$ cat src/sv/cmf_pkg.sv
// Shared types and constants for the inter-core mailbox FIFO array.
// Used by cmf_ctrl and core_mailbox_fifo_array_core; no dependencies.
package cmf_pkg;

    localparam logic [1:0] MODE_WRITE = 2'd0;
    localparam logic [1:0] MODE_READ  = 2'd1;
    localparam logic [1:0] MODE_STALL = 2'd2;

    // Window 0xFFEC0000..0xFFEC3FFF: upper 18 bits fixed, bits 13:12 pick the mailbox
    localparam logic [31:0] WIN_BASE   = 32'hFFEC0000;
    localparam int          WIN_LSB    = 14;
    localparam int          MBOX_SHIFT = 12;
    localparam int          QUERY_BIT  = 2;
    localparam int          NUM_CORES  = 4;

    typedef struct packed {
        logic [1:0]  mode;
        logic [1:0]  core_index;
        logic        core_valid;
        logic [31:0] bus_address;
        logic [31:0] write_data;
    } cmf_in_t;

    typedef struct packed {
        logic        handled;
        logic [31:0] read_data;
        logic        stall_set;
        logic        write_dropped;
        logic        stall_was_pending;
    } cmf_out_t;

    // Result of the execute stage; pop_data selects the RAM read word
    typedef struct packed {
        logic        handled;
        logic [31:0] read_data;
        logic        stall_set;
        logic        write_dropped;
        logic        stall_was_pending;
        logic        pop_data;
    } cmf_res_t;

endpackage

$ cat src/sv/cmf_ram.sv
// Generic single-write, single-read RAM with registered read data.
// No dependencies; contents are undefined until written.
module cmf_ram #(
    parameter int WIDTH = 32,
    parameter int DEPTH = 64
) (
    input  logic                     aclk,
    input  logic                     we,
    input  logic [$clog2(DEPTH)-1:0] waddr,
    input  logic [WIDTH-1:0]         wdata,
    input  logic                     re,
    input  logic [$clog2(DEPTH)-1:0] raddr,
    output logic [WIDTH-1:0]         rdata
);

    logic [WIDTH-1:0] mem [DEPTH];
    logic [WIDTH-1:0] rdata_reg;

    always_ff @(posedge aclk) begin
        if (we) begin
            mem[waddr] <= wdata;
        end
        if (re) begin
            rdata_reg <= mem[raddr];
        end
    end

    assign rdata = rdata_reg;

endmodule

$ cat src/sv/cmf_ctrl.sv
// Access decode, per-FIFO head/fill pointers and per-core stall flags.
// Depends on cmf_pkg; drives the word RAM ports of cmf_ram.
module cmf_ctrl #(
    parameter int FIFO_DEPTH = 4
) (
    input  logic                                           aclk,
    input  logic                                           aresetn,
    input  logic                                           fire,
    input  cmf_pkg::cmf_in_t                               item,
    output cmf_pkg::cmf_res_t                              res,
    output logic                                           ram_we,
    output logic [$clog2(cmf_pkg::NUM_CORES*cmf_pkg::NUM_CORES*FIFO_DEPTH)-1:0] ram_waddr,
    output logic [31:0]                                    ram_wdata,
    output logic                                           ram_re,
    output logic [$clog2(cmf_pkg::NUM_CORES*cmf_pkg::NUM_CORES*FIFO_DEPTH)-1:0] ram_raddr
);
    import cmf_pkg::*;

    localparam int NUM_FIFOS = NUM_CORES * NUM_CORES;
    localparam int AW        = $clog2(NUM_FIFOS * FIFO_DEPTH);
    localparam int PTR_W     = (FIFO_DEPTH > 1) ? $clog2(FIFO_DEPTH) : 1;
    localparam int FILL_W    = $clog2(FIFO_DEPTH + 1);
    localparam int SUM_W     = FILL_W + 1;
    localparam int FIFO_W    = $clog2(NUM_FIFOS);

    logic [PTR_W-1:0]  head_reg  [NUM_FIFOS];
    logic [FILL_W-1:0] fill_reg  [NUM_FIFOS];
    logic [NUM_CORES-1:0] stall_flags_reg;

    logic [1:0]        mbox;
    logic              in_win;
    logic              query;
    logic [FIFO_W-1:0] fifo_sel;
    logic [PTR_W-1:0]  head_cur;
    logic [FILL_W-1:0] fill_cur;
    logic              full;
    logic              empty;
    logic [SUM_W-1:0]  tail_sum;
    logic [PTR_W-1:0]  tail;
    logic [PTR_W-1:0]  head_inc;
    logic [AW-1:0]     fifo_base;
    logic              do_push;
    logic              do_pop;
    logic              do_stall_set;
    logic              do_stall_clr;

    assign in_win = item.bus_address[31:WIN_LSB] == WIN_BASE[31:WIN_LSB];
    assign mbox   = item.bus_address[MBOX_SHIFT+1:MBOX_SHIFT];
    assign query  = item.bus_address[QUERY_BIT];

    // Writes go to FIFO[sender][mbox], reads come from FIFO[mbox][reader]
    assign fifo_sel = (item.mode == MODE_READ) ? {mbox, item.core_index}
                                               : {item.core_index, mbox};

    assign head_cur = head_reg[fifo_sel];
    assign fill_cur = fill_reg[fifo_sel];
    assign full     = fill_cur == FILL_W'(FIFO_DEPTH);
    assign empty    = fill_cur == '0;

    // Tail slot: head + fill, wrapped once
    assign tail_sum = SUM_W'(head_cur) + SUM_W'(fill_cur);
    assign tail     = (tail_sum >= SUM_W'(FIFO_DEPTH)) ?
                      PTR_W'(tail_sum - SUM_W'(FIFO_DEPTH)) : PTR_W'(tail_sum);
    assign head_inc = (head_cur == PTR_W'(FIFO_DEPTH - 1)) ? '0 : PTR_W'(head_cur + 1'b1);

    assign fifo_base = AW'(fifo_sel) * AW'(FIFO_DEPTH);

    always_comb begin
        res          = '0;
        do_push      = 1'b0;
        do_pop       = 1'b0;
        do_stall_set = 1'b0;
        do_stall_clr = 1'b0;
        unique case (item.mode)
            MODE_WRITE: begin
                if (in_win) begin
                    res.handled = 1'b1;
                    if (item.core_valid) begin
                        if (full) begin
                            res.write_dropped = 1'b1;
                        end else begin
                            do_push = 1'b1;
                        end
                    end
                end
            end
            MODE_READ: begin
                if (in_win) begin
                    res.handled = 1'b1;
                    if (item.core_valid) begin
                        if (query) begin
                            res.read_data = {31'b0, !empty};
                        end else if (empty) begin
                            res.stall_set = 1'b1;
                            do_stall_set  = 1'b1;
                        end else begin
                            res.pop_data = 1'b1;
                            do_pop       = 1'b1;
                        end
                    end
                end
            end
            MODE_STALL: begin
                if (item.core_valid) begin
                    res.handled           = 1'b1;
                    res.stall_was_pending = stall_flags_reg[item.core_index];
                    do_stall_clr          = 1'b1;
                end
            end
            default: begin
                res = '0;
            end
        endcase
    end

    assign ram_we    = fire && do_push;
    assign ram_waddr = fifo_base + AW'(tail);
    assign ram_wdata = item.write_data;
    assign ram_re    = fire && do_pop;
    assign ram_raddr = fifo_base + AW'(head_cur);

    always_ff @(posedge aclk) begin
        if (!aresetn) begin
            for (int i = 0; i < NUM_FIFOS; i++) begin
                head_reg[i] <= '0;
                fill_reg[i] <= '0;
            end
            stall_flags_reg <= '0;
        end else if (fire) begin
            if (do_push) begin
                fill_reg[fifo_sel] <= FILL_W'(fill_cur + 1'b1);
            end
            if (do_pop) begin
                head_reg[fifo_sel] <= head_inc;
                fill_reg[fifo_sel] <= FILL_W'(fill_cur - 1'b1);
            end
            if (do_stall_set) begin
                stall_flags_reg[item.core_index] <= 1'b1;
            end
            if (do_stall_clr) begin
                stall_flags_reg[item.core_index] <= 1'b0;
            end
        end
    end

    a_no_push_and_pop: assert property (@(posedge aclk) disable iff (!aresetn)
        !(ram_we && ram_re))
        else $error("push and pop issued in the same cycle");

    a_fill_in_range: assert property (@(posedge aclk) disable iff (!aresetn)
        fire |-> fill_cur <= FILL_W'(FIFO_DEPTH))
        else $error("fill count above FIFO depth");

    a_push_grows_fill: assert property (@(posedge aclk) disable iff (!aresetn)
        ram_we |=> fill_reg[$past(fifo_sel)] == FILL_W'($past(fill_cur) + 1'b1))
        else $error("push did not advance fill count");

    a_stall_flag_set: assert property (@(posedge aclk) disable iff (!aresetn)
        fire && res.stall_set |=> stall_flags_reg[$past(item.core_index)])
        else $error("empty pop did not set the stall flag");

endmodule

$ cat src/sv/core_mailbox_fifo_array_core.sv
// Inter-core mailbox: 4x4 array of word FIFOs behind a valid/ready transaction port.
// Each accepted transaction is held in the input register, then executed into the result register.
// Throughput: one transaction per cycle; s_ready drops only while a result waits on m_ready.
// Pop data comes from the word RAM's registered read port in the result cycle.
// Reset clears head pointers, fill counts and stall flags at once; word storage is not cleared.
// Depends on cmf_pkg, cmf_ctrl and cmf_ram.
module core_mailbox_fifo_array_core #(
    parameter int FIFO_DEPTH = 4
) (
    input  logic              aclk,
    input  logic              aresetn,
    input  logic              s_valid,
    output logic              s_ready,
    input  cmf_pkg::cmf_in_t  s_data,
    output logic              m_valid,
    input  logic              m_ready,
    output cmf_pkg::cmf_out_t m_data
);
    import cmf_pkg::*;

    localparam int NUM_WORDS = NUM_CORES * NUM_CORES * FIFO_DEPTH;
    localparam int AW        = $clog2(NUM_WORDS);

    cmf_in_t     in_reg;
    logic        in_valid_reg;
    cmf_res_t    res_reg;
    logic        res_valid_reg;
    cmf_res_t    res_next;
    logic        advance;
    logic        fire;
    logic        ram_we;
    logic        ram_re;
    logic [AW-1:0] ram_waddr;
    logic [AW-1:0] ram_raddr;
    logic [31:0] ram_wdata;
    logic [31:0] ram_rdata;

    assign advance = !res_valid_reg || m_ready;
    assign fire    = in_valid_reg && advance;
    assign s_ready = !in_valid_reg || advance;

    always_ff @(posedge aclk) begin
        if (!aresetn) begin
            in_valid_reg  <= 1'b0;
            res_valid_reg <= 1'b0;
        end else begin
            if (s_ready) begin
                in_valid_reg <= s_valid;
            end
            if (advance) begin
                res_valid_reg <= in_valid_reg;
            end
        end
        if (s_valid && s_ready) begin
            in_reg <= s_data;
        end
        if (fire) begin
            res_reg <= res_next;
        end
    end

    cmf_ctrl #(
        .FIFO_DEPTH(FIFO_DEPTH)
    ) u_ctrl (
        .aclk      (aclk),
        .aresetn   (aresetn),
        .fire      (fire),
        .item      (in_reg),
        .res       (res_next),
        .ram_we    (ram_we),
        .ram_waddr (ram_waddr),
        .ram_wdata (ram_wdata),
        .ram_re    (ram_re),
        .ram_raddr (ram_raddr)
    );

    cmf_ram #(
        .WIDTH(32),
        .DEPTH(NUM_WORDS)
    ) u_words (
        .aclk  (aclk),
        .we    (ram_we),
        .waddr (ram_waddr),
        .wdata (ram_wdata),
        .re    (ram_re),
        .raddr (ram_raddr),
        .rdata (ram_rdata)
    );

    // RAM read port only moves on fire, so popped data holds while the result stalls
    assign m_valid                = res_valid_reg;
    assign m_data.handled           = res_reg.handled;
    assign m_data.read_data         = res_reg.pop_data ? ram_rdata : res_reg.read_data;
    assign m_data.stall_set         = res_reg.stall_set;
    assign m_data.write_dropped     = res_reg.write_dropped;
    assign m_data.stall_was_pending = res_reg.stall_was_pending;

    a_pop_needs_handled: assert property (@(posedge aclk) disable iff (!aresetn)
        m_valid && res_reg.pop_data |-> res_reg.handled && !res_reg.stall_set)
        else $error("pop result without handled access");

    a_fire_loads_result: assert property (@(posedge aclk) disable iff (!aresetn)
        fire |=> m_valid)
        else $error("executed transaction produced no result");

    a_stall_flags_exclusive: assert property (@(posedge aclk) disable iff (!aresetn)
        m_valid |-> !(res_reg.stall_set && res_reg.write_dropped))
        else $error("stall and drop flagged on one result");

endmodule
$ cat config.mk
export PLATFORM = sky130hd
export DESIGN_NAME = core_mailbox_fifo_array_core
export DESIGN_NICKNAME = d
export VERILOG_FILES = /design/src/sv/cmf_pkg.sv /design/src/sv/cmf_ram.sv /design/src/sv/cmf_ctrl.sv /design/src/sv/core_mailbox_fifo_array_core.sv
export SDC_FILE = /design/constraint.sdc
export NUM_CORES = 2
export LEC_CHECK = 0
export CELL_PAD_IN_SITES_DETAIL_PLACEMENT = 1
export CELL_PAD_IN_SITES_GLOBAL_PLACEMENT = 2
export CORE_UTILIZATION = 40
export CTS_CLUSTER_SIZE = 12
export DETAILED_ROUTE_END_ITERATION = 6
export DONT_BUFFER_PORTS = 1
export PLACE_DENSITY = 0.71
export RECOVER_POWER = 25
export SYNTH_ARGS = -nofsm -noshare
export SYNTH_HDL_FRONTEND = slang
export SYNTH_SLANG_ARGS = --single-unit
$ cat constraint.sdc
create_clock -name aclk -period 12 [get_ports aclk]
set_clock_uncertainty 0.2 [all_clocks]
set_input_delay 3.6 -clock aclk [delete_from_list [all_inputs] [get_ports aclk]]
set_output_delay 3.6 -clock aclk [all_outputs]
set_load 0.01 [all_outputs]
==> results.md <==
* Die Span Y at 476 um
* Post-synthesis cell type count at 62
* Final core occ at 0.453
* Clock transition at path regs at 0.07 ns
* First-pass GRT wire length at 421000 um
* Synthesis-stage register bit count at 2230
* Seq/Total Area, Yosys at 0.743
* Buffers on Ports at 0
* Reg power frac at 0.498
* Top cells by area, synth: edfxtp_1 (74%), mux4_2 (3.5%), o21ai_0 (2.3%)
* Worst hold start: u_ctrl.stall_flags_reg[3]
* Critical path's top delay family: simple AND/OR/NAND/NOR gates
* Most used DFF post-synth: edfxtp_1
* Cell area after synthesis at 90100 um^2
* FFs w/ async S/R, synth at 0
* Avg WL per Cell at 33.6 um
* Maxcap violations at 25
* Min-delay worst type: reg2reg
* Post-CTS sizing at 0
* Routed vias/inst at 6.23
* Final Max Slew Viols at 1627
* DP HPWL at 151000 um
* VDD IR max at 0.163 mV
* Crit path max fanout at 5
* GRT Total Usage at 0.257
* Failing checks: max-capacitance violations, max-slew violations
* Reg2reg start: in_reg[68]
* Fillcell total at 21572
* Most frequent cells in the layout: edfxtp_1 (2224), nand2_1 (445), o21ai_0 (404)
* Pre-Repair DR Iteration Count at 5
* Crit-path cells: nor2b_1, nand2_1
* Internal power at 0.0129 W
* DR iter-0 viols at 6156
* Fmax at 128 MHz
* CP max stage delay at 0.26 ns
* Worst reg-to-reg setup slack at 4.47 ns
* Num CTS Buffers at 233
* # DRC at 0
* Cell Rows at 173
* Cell taking the most area after synthesis: edfxtp_1
* Commonest non-fill, non-tap cell in the layout: edfxtp_1
* Syn Inst Count at 5741
* Fin Hold WS at 0.303 ns
* Via count at 55172
* Area growth syn-to-layout at 12.1%
* CP startpoint kind: input pin
* Global route overflow at 0
* Final wirelength at 297000 um
* Layout cells sized above 1 at 0.129
* Initial cell density of the core at 0.404
* Cell Pwr Density at 172 nW/um^2
* Clock share of power at 0.393
* Worst-Skew Late Latency at 0.88 ns
* Sink Count at 2230
* CP endpoint kind: output port
* Die Width at 476 um
* Largest register FFs at 2048
* Routability cong. at 0.794
* Initial antenna violation count at 22
* Final setup TNS at 0 ns
* Final Cycle Share at 0.652
* CP Class: in2out
* Clock buffer depth at 3
* Number of synthesized flops with an enable pin at 2224
* Switching power at 0.00445 W
* CTS HTree Levels at 4
* CTS tree: yes
* Register area at 66900 um^2
* Synth top area share at 0.742
* CTS Hold Bufs at 0
* RSZ-0062 raised after global routing: no
* Syn. warnings at 0
* Finished Layout Cells at 8859
* Syn nets at 5816
* Status: complete, but fails checks
* Antenna-violating nets left at 0
* Setup bufs post-CTS at 0
* Synthesized area per cell at 15.7 um^2
* Leakage at 31.4 nW
* Die footprint at 227000 um^2
* Slew @ Worst Pin at 4.27 ns
* I/O pins at 111
* Total Power at 0.0173 W
* Cells after DPL at 8423
* Setup-failing EPs final at 0
* Final net count at 5758
* Area of the multi-input gates at 21700 um^2
* Slowest CP cell: nor2b_1
* Largest net degree at the start of global routing at 164
* Slew headroom at -1.85
* WP data required at 8.20 ns
* Core Box Area at 223000 um^2
* Crit path time final at 7.83 ns
* Critical path arrival at 4.03 ns
* WP buf/inv at 0
* Combinational power share at 0.109
* Crit path from: m_ready
* Switch share at 0.257
* Number of global-route vias before repair at 57214
* Clock Tree Root: clkbuf_16
* Endpoints failing hold at 0
logic make-up (layout without fill, tap and decap cells):
logic type | count (synthesis) | after routing | synth area share
other cells | 0 | 18 | 0
compound gates | 1392 | 1392 | 0.111
flops | 2230 | 2230 | 0.743
mux | 263 | 263 | 0.0497
fa+ha+maj | 2 | 2 | 0.000278
xor+xnor | 6 | 6 | 0.000750
simple gates | 1358 | 1358 | 0.0716
buf+inv | 490 | 615 | 0.0242
power by group through the flow:
stage	combinational [W]	sequential, W	clock [W]
floorplan	0.00109	0.00883	0
global placement	0.00184	0.00878	0
detailed placement	0.00188	0.00878	0
CTS	0.00189	0.00861	0.00691
global route	0.00198	0.00863	0.00717
finish	0.00189	0.00863	0.00680
synth_stat cells (all sizes together) (17+ instances only):
cell type	instances
nand2	452
a2111o	64
o31ai	33
a211oi	96
mux4	141
edfxtp	2224
o22ai	32
buf	155
clkbuf	330
a21o	32
and3	109
a311oi	64
nand3	397
o21ai	426
nand2b	17
nor2	160
and2	42
a31o	32
a211o	193
nand4	100
mux2i	115
nor3	54
o2111ai	96
a2111oi	32
a21oi	141
a22o	132
final cells by class:
cell class,instances,area share
timing repair buffer,192,0.0147
multi-input combinational,3021,0.215
sequential,2230,0.663
inverter,5,0.000260
clock inverter,107,0.00892
antenna,18,0.000446
tap,2975,0.0369
clock buffer,311,0.0609
layer usage:
| metal | track usage | up-vias | share of wire |
|---|---|---|---|
| met2 | 0.427 | 2182 | 0.49 |
| met5 | 0 | - | 0.00012 |
| met4 | 0.118 | 6 | 0.047 |
| met1 | 0.336 | 29492 | 0.40 |
| met3 | 0.0342 | 507 | 0.063 |
| li1 | - | 22985 | - |
tightest hold or removal path, stage by stage, from the launching register on:
cell and delay, ns:
dfxtp_1 0.35, a31oi_1 0.05, nor2_1 0.07
through the flow:
stage	cell area, um^2	setup WS [ns]
after floorplan	90100	4.24
after global placement	93900	4.18
after detailed placement	93900	4.17
after CTS	101000	4.17
after global routing	101000	4.09
final	101000	4.17
final timing paths:
kind	end	depth (start not counted)
max	s_ready	2
min	u_ctrl.stall_flags_reg[3]	2
max reg2reg	u_words.rdata[24]	13
min reg2reg	u_ctrl.stall_flags_reg[3]	2
Note: power is estimated with default switching activity, not from simulation.
